[src/sv/u2da_pkg.sv]
// ----------------------------------------------------------------------------
// u2da_pkg
// Shared types and constants for the binary to decimal ASCII converter.
// ----------------------------------------------------------------------------
package u2da_pkg;

  localparam int VALUE_W    = 32;
  localparam int ROOM_W     = 16;
  localparam int NUM_DIGITS = 10;
  localparam int BCD_W      = 4 * NUM_DIGITS;
  localparam int CHAR_W     = 8;
  localparam int COUNT_W    = 4;

  localparam logic [3:0]        ASCII_DIGIT_HI = 4'h3;
  localparam logic [CHAR_W-1:0] CHAR_NONE      = 8'h00;

  // word moving through the shift-add-3 stages
  typedef struct packed {
    logic [VALUE_W-1:0] bin;
    logic [BCD_W-1:0]   bcd;
    logic [ROOM_W-1:0]  room;
  } work_t;

  typedef struct packed {
    logic [NUM_DIGITS-1:0][CHAR_W-1:0] chars;
    logic [COUNT_W-1:0]                digit_count;
    logic                              no_room;
  } result_t;

endpackage

[src/sv/u2da_dabble.sv]
// ----------------------------------------------------------------------------
// u2da_dabble
// One pipeline stage of the shift-add-3 conversion: STEP_BITS binary bits are
// shifted into the BCD digits, with the add-3 correction before each shift.
// ----------------------------------------------------------------------------
module u2da_dabble #(
  parameter int STEP_BITS = 4
) (
  input  logic           clk,
  input  logic           rst,
  input  logic           in_valid,
  output logic           in_stall,
  input  u2da_pkg::work_t in_word,
  output logic           out_valid,
  input  logic           out_stall,
  output u2da_pkg::work_t out_word
);
  import u2da_pkg::*;

  work_t work_next;
  logic [VALUE_W-1:0] bin_w;
  logic [BCD_W-1:0]   bcd_w;

  always_comb begin
    bin_w = in_word.bin;
    bcd_w = in_word.bcd;
    for (int s = 0; s < STEP_BITS; s++) begin
      for (int d = 0; d < NUM_DIGITS; d++) begin
        if (bcd_w[4*d +: 4] >= 4'd5) begin
          bcd_w[4*d +: 4] = bcd_w[4*d +: 4] + 4'd3;
        end
      end
      {bcd_w, bin_w} = {bcd_w[BCD_W-2:0], bin_w, 1'b0};
    end
    work_next.bin  = bin_w;
    work_next.bcd  = bcd_w;
    work_next.room = in_word.room;
  end

  assign in_stall = out_valid && out_stall;

  always_ff @(posedge clk) begin
    if (rst) begin
      out_valid <= 1'b0;
    end else if (!in_stall) begin
      out_valid <= in_valid;
    end
  end

  always_ff @(posedge clk) begin
    if (in_valid && !in_stall) begin
      out_word <= work_next;
    end
  end

endmodule

[src/sv/u2da_format.sv]
// ----------------------------------------------------------------------------
// u2da_format
// Last stage: finds the digit count, checks the buffer room, left-aligns the
// digits as ASCII and holds the result word in the output register.
// ----------------------------------------------------------------------------
module u2da_format (
  input  logic             clk,
  input  logic             rst,
  input  logic             in_valid,
  output logic             in_stall,
  input  u2da_pkg::work_t   in_word,
  output logic             out_valid,
  input  logic             out_stall,
  output u2da_pkg::result_t out_result
);
  import u2da_pkg::*;

  result_t            result_next;
  logic [3:0]         digit [NUM_DIGITS];
  logic [COUNT_W-1:0] count;
  logic [COUNT_W-1:0] idx;
  logic               short_room;

  always_comb begin
    count = COUNT_W'(1);
    idx   = '0;
    for (int d = 0; d < NUM_DIGITS; d++) begin
      digit[d] = in_word.bcd[4*d +: 4];
      if (digit[d] != 4'd0) begin
        count = COUNT_W'(d + 1);
      end
    end
    short_room = in_word.room <= ROOM_W'(count);
    for (int k = 0; k < NUM_DIGITS; k++) begin
      result_next.chars[k] = CHAR_NONE;
      if (!short_room && (COUNT_W'(k) < count)) begin
        idx = count - COUNT_W'(1) - COUNT_W'(k);
        result_next.chars[k] = {ASCII_DIGIT_HI, digit[idx]};
      end
    end
    result_next.digit_count = short_room ? '0 : count;
    result_next.no_room     = short_room;
  end

  assign in_stall = out_valid && out_stall;

  always_ff @(posedge clk) begin
    if (rst) begin
      out_valid <= 1'b0;
    end else if (!in_stall) begin
      out_valid <= in_valid;
    end
  end

  always_ff @(posedge clk) begin
    if (in_valid && !in_stall) begin
      out_result <= result_next;
    end
  end

endmodule

[src/sv/uint32_to_decimal_ascii.sv]
// ----------------------------------------------------------------------------
// uint32_to_decimal_ascii
// Converts an unsigned 32-bit value to left-aligned decimal ASCII digits and
// checks that the destination buffer has room for them plus one byte.
//
//   channel | handshake           | word
//   --------+---------------------+------------------------------------------
//   in      | in_valid, in_stall  | value, room
//   out     | out_valid, out_stall| char_0..char_9, digit_count, no_room
//
// The pipeline takes one word per cycle while out is not stalled.
// The shift-add-3 stages take STEP_BITS bits each, then one format stage.
// Each stage holds one word and takes a new one when empty or moving on, so
// a stall on out backs up stage by stage and bubbles are squeezed out.
// Reset clears the valid bits only.
// ----------------------------------------------------------------------------
module uint32_to_decimal_ascii #(
  parameter int STEP_BITS = 4
) (
  input  logic        clk,
  input  logic        rst,
  input  logic        in_valid,
  output logic        in_stall,
  input  logic [31:0] value,
  input  logic [15:0] room,
  output logic        out_valid,
  input  logic        out_stall,
  output logic [7:0]  char_0,
  output logic [7:0]  char_1,
  output logic [7:0]  char_2,
  output logic [7:0]  char_3,
  output logic [7:0]  char_4,
  output logic [7:0]  char_5,
  output logic [7:0]  char_6,
  output logic [7:0]  char_7,
  output logic [7:0]  char_8,
  output logic [7:0]  char_9,
  output logic [3:0]  digit_count,
  output logic        no_room
);
  import u2da_pkg::*;

  localparam int NUM_STAGES = VALUE_W / STEP_BITS;

  work_t   stage_word  [NUM_STAGES+1];
  logic    stage_valid [NUM_STAGES+1];
  logic    stage_stall [NUM_STAGES+1];
  result_t result;

  assign stage_word[0].bin  = value;
  assign stage_word[0].bcd  = '0;
  assign stage_word[0].room = room;
  assign stage_valid[0]     = in_valid;
  assign in_stall           = stage_stall[0];

  for (genvar g = 0; g < NUM_STAGES; g++) begin : g_stage
    u2da_dabble #(
      .STEP_BITS(STEP_BITS)
    ) u_dabble (
      .clk      (clk),
      .rst      (rst),
      .in_valid (stage_valid[g]),
      .in_stall (stage_stall[g]),
      .in_word  (stage_word[g]),
      .out_valid(stage_valid[g+1]),
      .out_stall(stage_stall[g+1]),
      .out_word (stage_word[g+1])
    );
  end

  u2da_format u_format (
    .clk       (clk),
    .rst       (rst),
    .in_valid  (stage_valid[NUM_STAGES]),
    .in_stall  (stage_stall[NUM_STAGES]),
    .in_word   (stage_word[NUM_STAGES]),
    .out_valid (out_valid),
    .out_stall (out_stall),
    .out_result(result)
  );

  assign char_0      = result.chars[0];
  assign char_1      = result.chars[1];
  assign char_2      = result.chars[2];
  assign char_3      = result.chars[3];
  assign char_4      = result.chars[4];
  assign char_5      = result.chars[5];
  assign char_6      = result.chars[6];
  assign char_7      = result.chars[7];
  assign char_8      = result.chars[8];
  assign char_9      = result.chars[9];
  assign digit_count = result.digit_count;
  assign no_room     = result.no_room;

endmodule

[config.mk]
export PLATFORM = sky130hd
export DESIGN_NAME = uint32_to_decimal_ascii
export DESIGN_NICKNAME = d
export VERILOG_FILES = /design/src/sv/u2da_pkg.sv /design/src/sv/u2da_dabble.sv /design/src/sv/u2da_format.sv /design/src/sv/uint32_to_decimal_ascii.sv
export SDC_FILE = /design/constraint.sdc
export NUM_CORES = 1
export LEC_CHECK = 0
export BUFFER_PORTS_ARGS = -buffer_cell sky130_fd_sc_hd__buf_4
export CORE_MARGIN = 5
export CORE_UTILIZATION = 41
export CTS_BUF_LIST = sky130_fd_sc_hd__clkbuf_8 sky130_fd_sc_hd__clkbuf_16
export CTS_CLUSTER_SIZE = 20
export DETAILED_ROUTE_END_ITERATION = 16
export PLACE_DENSITY = 0.65
export SLEW_MARGIN = 10
export SYNTH_ARGS = -nofsm -noshare
export SYNTH_HDL_FRONTEND = slang
export SYNTH_SLANG_ARGS = --single-unit
[constraint.sdc]
create_clock -name clk -period 5.8 [get_ports clk]
set_input_delay 0.29 -clock clk [delete_from_list [all_inputs] [get_ports clk]]
set_output_delay 0.29 -clock clk [all_outputs]
set_load 0.005 [all_outputs]
==> results of run 1 <==
## logic make-up (layout without fill, tap and decap cells)
group,Yosys count,in the layout
AO/OA/AOI/OAI,911,911
XOR/XNOR,123,123
adder cells (fa/ha/maj),274,274
buffers and inverters,350,585
flip-flops,489,489
multiplexers,278,278
other,1,20
AND/OR/NAND/NOR,822,822
## power by group
group | leakage [nW] | switching, W | internal (W)
logic | 10.0 | 0.00352 | 0.00286
clock network | 0.971 | 0.00146 | 0.00224
registers | 4.51 | 0.000112 | 0.00440
total | 15.5 | 0.00509 | 0.00950
## path summary, 6_finish.rpt
kind,start,end,cells after the start
worst max-delay path,g_stage[6].u_dabble.out_word[17],g_stage[7].u_dabble.out_word[18],18
worst min-delay path,value[20],g_stage[0].u_dabble.out_word[80],2
worst max register to register,g_stage[6].u_dabble.out_word[17],g_stage[7].u_dabble.out_word[18],18
worst min register to register,g_stage[2].u_dabble.out_word[12],g_stage[3].u_dabble.out_word[12],0
## sequential cells by signal, summed over array words and instances, names as in the netlist
register / count
u_format.out_result: 55
g_stage.u_dabble.out_valid: 8
g_stage.u_dabble.out_word: 425
u_format.out_valid: 1
## worst max-delay path, cell delays in order, from the launching register on
cell and delay, ns:
edfxtp_1 0.39, inv_1 0.13, ha_1 0.23, nand2b_1 0.09, a21oi_1 0.26, xnor2_1 0.25, ha_1 0.25, nor2b_1 0.24
o311ai_0 0.14, a22oi_1 0.32, xnor2_1 0.23, ha_1 0.26, nand2b_1 0.08, a21o_1 0.21, xnor2_1 0.29, ha_1 0.26
nand2b_1 0.06, a21boi_0 0.38, mux2i_1 0.27
## metal layers
| metal | vias to the layer above | wire (microns) | global-route usage [%] |
|---|---|---|---|
| li1 | 12490 | - | - |
| met1 | 10870 | 28910 | 17.54 |
| met2 | 328 | 26970 | 21.81 |
| met3 | 91 | 2001 | 1.963 |
| met4 | 0 | 1519 | 3.702 |
| met5 | - | 0 | 0 |
## cells in the final DEF, fill, tap and decap left out, drive strengths merged, types with 12 or more instances in the layout
cell type / n
edfxtp: 480
inv: 305
ha: 274
a21oi: 224
o21ai: 201
mux2i: 198
nand2: 191
nor2: 179
buf: 130
nand2b: 106
xnor2: 98
mux2: 80
nor3: 68
clkbuf: 58
nor2b: 56
a21o: 55
dlygate4sd3: 51
nor3b: 48
a211oi: 44
nand3: 41
a31oi: 38
and2: 34
o211ai: 34
o21a: 33
a21boi: 31
a22oi: 27
clkinv: 26
o22ai: 25
xor2: 25
o21bai: 25
or2: 22
conb: 20
a211o: 19
or3: 14
and3: 13
o31ai: 13
a22o: 12
or4: 12
nor4: 12
## area by class of cell
type	count	area, sq um
Fill cell	7407	43570
Multi-Input combinational cell	2428	18000
Sequential cell	489	14590
Timing Repair Buffer	181	1486
Clock buffer	58	1418
Tap cell	1070	1339
Inverter	300	1132
Clock inverter	46	566.8
## stage by stage
stage          cells  area [sq um]  hold slack (ns)  setup slack (ns)  power, W
2_1_floorplan   3267         33990           0.3889            0.7076  0.009916
3_3_place_gp    4417         36040           0.4004             1.393   0.01077
5_1_grt         4572         38540           0.3412            0.8041   0.01583
3_5_place_dp    4417         36040           0.4045             1.337   0.01092
6_report        4572         38540           0.3740             1.287   0.01459
4_1_cts         4572         38540           0.3176             1.285   0.01475
==> results.ini, run 1 <==
[routing]
drt-initial-drc-count=1222
drt_pass1_iterations=5
wl_per_cell_microns=12.99
postRouteWirelength_mm=59.41
detail-route-antenna-nets=0
vias_per_cell=5.200
dr_total_vias=23780
drc=0

[floorplanning]
die-area_sq_um=88580
coreArea_sq_um=82110
die_h_microns=297.6
core.rowCount=105
die_w_microns=297.6
ios=139
start_util_pct=41.31

[global_routing]
grt_overflow=0
grt_util_all_layers_pct=12.99
grt_max_degree=58
antenna_found_initial=0
grt_pass1_vias=22070
grt_pass1_wl_mm=102.0

[synthesis]
synth_seq_cells=489
synth_common_cells=edfxtp_1 (480), inv_1 (282), ha_1 (274)
synth_compound_area_share_pct=18.10
synth_cell_types=114
yosysSeqAreaShare_pct=43.03
synth-xor-area-share_pct=3.331
yosys_warnings=0
synth_top_family_by_area=compound AO/OA/AOI/OAI gates
synthesis.area_sq_um=33920
synth_edf_count=480
async_reset_ff_share_pct=0
yosys.cell_count.top_type=edfxtp_1
synth_largest_area_cell=edfxtp_1
synthAdderAreaFrac_pct=10.11
synthSimpleGateAreaFrac_pct=12.58
muxShareOfSynthArea_pct=8.532
syn_inst=3248
synth_top_area_share_pct=42.50
syn_area_per_cell_sq_um=10.44
synth_flop_cell=edfxtp_1
synth_area_leaders=edfxtp_1 (42%), ha_1 (10%), mux2i_1 (5.8%)

[clock_network]
htree_levels=2
cts.path.max_buffers=3
cts_buffers=55
postCtsSetupBuffers=0
postCtsHoldBufs=51
clkTransAtPathRegs_ns=0.06
cts_tree=done
cts.sinks=489
root_buffer=clkbuf_16
clock_latency_ns=0.63
ctsResizeCount=0

[power_and_ir_drop]
leakage_nw=15.51
peakVddDrop_mv=0.3409
p_per_area_nw_per_um2=378.5

[critical_path]
required_ns=6.25
reg2reg_slack_ns=1.29
start_kind=register
cp_max_fo=4
cp-end-kind=register
arrival_ns=4.97
path_class=register to register

[min_path]
hold_path_class=input port to register

[sta]
fmax_ghz=0.2216
period_minus_slack_ns=4.513
rsz0062_at_grt=false
fin_tns_setup_ns=0
fin_crit_sh_pct=77.81
setup_viol_count_final=0
maxSlewViolCount=0
slew_headroom_pct=33.98
clock_skew_ns=0.05255
tightest_slew_ns=0.9904
finalHoldViolCount=0

[placed_design]
dp_hpwl_mm=43.99
io_buffers=118
gp_congestion=0.8832

[layout]
syn_to_final_growth_pct=13.62
antennaDiodeCount=0
drive_gt1_share_pct=11.74
final_nets=3781
utilization_pct=46.94

[run_status]
status=completed

[run]
drv_cap=0

(Power assumes the default switching activity.)
==> run 2, diff against run 1 <==
Clock period 5.8 ns to 4.6 ns, I/O delays scaled along.
==> results.ini, run 2 (same netlist as run 1, synthesis figures left out) <==
[sta]
fin_tns_setup_ns=0  ; unchanged
slew_headroom_pct=48.86  ; +15 points
finalHoldViolCount=0  ; unchanged
fmax_ghz=0.2341  ; +5.6%
period_minus_slack_ns=4.272  ; -0.2412 ns
fin_crit_sh_pct=92.86  ; +15 points
maxSlewViolCount=0  ; unchanged
tightest_slew_ns=0.7642  ; -0.2261 ns
setup_viol_count_final=0  ; unchanged
clock_skew_ns=0.04480  ; -0.007744 ns

[clock_network]
root_buffer=clkbuf_16
cts_tree=done
clock_latency_ns=0.61  ; -0.02 ns
cts.path.max_buffers=3  ; unchanged
cts.sinks=489  ; unchanged
clkTransAtPathRegs_ns=0.06  ; about the same
cts_buffers=53  ; -3.6%
htree_levels=2  ; unchanged

[critical_path]
cp_max_fo=5  ; +1
reg2reg_depth=19  ; +1
r2r-end=g_stage[7].u_dabble.out_word[46]
regToRegStartpoint=g_stage[6].u_dabble.out_word[40]
required_ns=4.92  ; -1.33 ns
cp-end-kind=register
path_class=register to register
start_kind=register
arrival_ns=4.59  ; -0.38 ns
reg2reg_slack_ns=0.33  ; -0.96 ns

[global_routing]
grt_pass1_vias=21900  ; -0.76%
antenna_found_initial=0  ; unchanged
grt_util_all_layers_pct=12.79  ; -0.20 points
grt_pass1_wl_mm=100.7  ; -1.3%
grt_overflow=0  ; unchanged
grt_max_degree=57  ; -1.7%

[floorplanning]
die-area_sq_um=88580  ; unchanged
start_util_pct=41.31  ; unchanged
coreArea_sq_um=82110  ; unchanged
die_h_microns=297.6  ; unchanged
die_w_microns=297.6  ; unchanged
core.rowCount=105  ; unchanged
ios=139  ; unchanged

[layout]
syn_to_final_growth_pct=13.69  ; about the same
reg_top3=g_stage.u_dabble.out_word (425), u_format.out_result (55), g_stage.u_dabble.out_valid (8)
regArea_sq_um=14590  ; unchanged
final_cell_mix=edfxtp_1 (480), inv_1 (293), ha_1 (274), a21oi_1 (211), mux2i_1 (191)
max_flop_register=g_stage.u_dabble.out_word
multi_input_area_sq_um=18140  ; +0.74%
largest_reg_flops=425  ; unchanged
fillers=7481  ; +1.0%
drive_gt1_share_pct=12.52  ; +0.78 points
antennaDiodeCount=0  ; unchanged
final_nets=3797  ; +0.42%
final_common_cell=edfxtp_1

[routing]
detail-route-antenna-nets=0  ; unchanged
postRouteWirelength_mm=58.51  ; -1.5%
drt_pass1_iterations=5  ; unchanged
dr_total_vias=23740  ; -0.15%
drc=0  ; unchanged
wl_per_cell_microns=12.76  ; -1.8%
drt-initial-drc-count=986  ; -19%
vias_per_cell=5.178  ; -0.43%

[min_path]
hold_path_class=input port to register
min_to=g_stage[0].u_dabble.out_word[71]
hold_depth=2  ; unchanged
min-delay-start=value[11]

[power_and_ir_drop]
p_int_w=0.01162  ; +22%
switching_share_pct=35.33  ; +0.43 points
clkPwrFrac_pct=23.1  ; -2.2 points
p_total_w=0.01796  ; +23%
p_per_area_nw_per_um2=465.9  ; +23%
power_switching_w=0.006347  ; +25%
leakage_nw=15.53  ; +0.12%
peakVddDrop_mv=0.3748  ; +9.9%
pwr-share-comb_pct=45.2  ; +1.5 points
pwr-share-seq_pct=31.7  ; +0.8 points

[run]
drv_cap=0  ; unchanged

[placed_design]
dp_hpwl_mm=43.80  ; -0.44%
gp_congestion=0.8610  ; -2.5%
io_buffers=118  ; unchanged

[run_status]
status=completed

==> run 2: cell count changes in the layout (fill, tap and decap cells not counted), sizes merged <==
cell      delta
clkbuf       -4
clkinvlp     +4
clkinv       -7
buf         +18
inv          +7
bufinv       -5
==> run 2: worst max path at each step <==
| stage | startpoint | slack [ns] | to | depth (start not counted) |
|---|---|---|---|---|
| 6_report | g_stage[6].u_dabble.out_word[40] | 0.33 | g_stage[7].u_dabble.out_word[46] | 19 |
| 5_1_grt | g_stage[6].u_dabble.out_word[41] | -0.04 | g_stage[7].u_dabble.out_word[46] | 20 |
| 4_1_cts | g_stage[6].u_dabble.out_word[48] | 0.11 | g_stage[7].u_dabble.out_word[50] | 22 |
| 3_5_place_dp | g_stage[6].u_dabble.out_word[48] | 0.13 | g_stage[7].u_dabble.out_word[50] | 22 |
| 3_3_place_gp | g_stage[6].u_dabble.out_word[40] | 0.21 | g_stage[7].u_dabble.out_word[46] | 19 |
| 2_1_floorplan | g_stage[7].u_dabble.out_word[21] | 0.32 | u_format.out_result[47] | 15 |
==> run 2: repair_timing <==
item / in CTS / in global routing
endpoints found under the hold margin: 58 / 0
setup endpoints to repair: 0 / 35
setup buffers: 0 / 3
gates resized for setup: 0 / 32
hold buffers: 51 / 0
==> run 2: final cells by class <==
| class | count | area share (%) |
|---|---|---|
| inverter | 300 | 2.937 |
| multi-input combinational | 2428 | 47.04 |
| clock buffer | 54 | 3.475 |
| sequential | 489 | 37.85 |
| timing repair buffer | 199 | 4.205 |
| tap | 1070 | 3.472 |
| clock inverter | 45 | 1.029 |
==> run 2: power groups by stage <==
stage | Clock, W | Sequential, W | Combinational (W)
4_1_cts | 0.00431 | 0.00569 | 0.00811
2_1_floorplan | 0 | 0.00573 | 0.00677
6_report | 0.00415 | 0.00569 | 0.00813
3_5_place_dp | 0 | 0.00578 | 0.00802
5_1_grt | 0.00449 | 0.00571 | 0.00932
3_3_place_gp | 0 | 0.00577 | 0.00782
==> run 2: per-layer routing <==
| metal | global-route usage [%] | routed length [microns] |
|---|---|---|
| met5 | 0 | 0 |
| met3 | 1.919 | 1989 |
| met1 | 17.31 | 28340 |
| met4 | 3.410 | 1375 |
| met2 | 21.55 | 26800 |
==> run 2: worst max-delay path, cell delays in order (launching register included) <==
cell,delay [ns]
edfxtp_1,0.44
ha_1,0.22
nand2b_1,0.19
a21oi_2,0.19
xnor2_1,0.18
inv_1,0.12
ha_1,0.21
nor2b_1,0.15
a2111o_1,0.38
o211a_1,0.19
xnor2_2,0.29
o21ai_2,0.14
nand2_1,0.10
xor2_1,0.23
inv_1,0.10
ha_1,0.21
inv_1,0.08
nor2_1,0.06
o21bai_1,0.21
mux2_2,0.36
==> run 2: per-stage QoR <==
stage	std cells	area [sq um]	hold WS, ns	utilization [%]	setup WS, ns
global route	4585	38560	0.3092	46.96	-0.03941
detailed placement	4432	36160	0.4045	44.04	0.1270
global placement	4432	36160	0.4006	44.04	0.2104
CTS	4582	38400	0.2817	46.77	0.1050
floorplan	3267	33990	0.3289	-	0.3238
finish	4585	38560	0.3314	46.96	0.3283
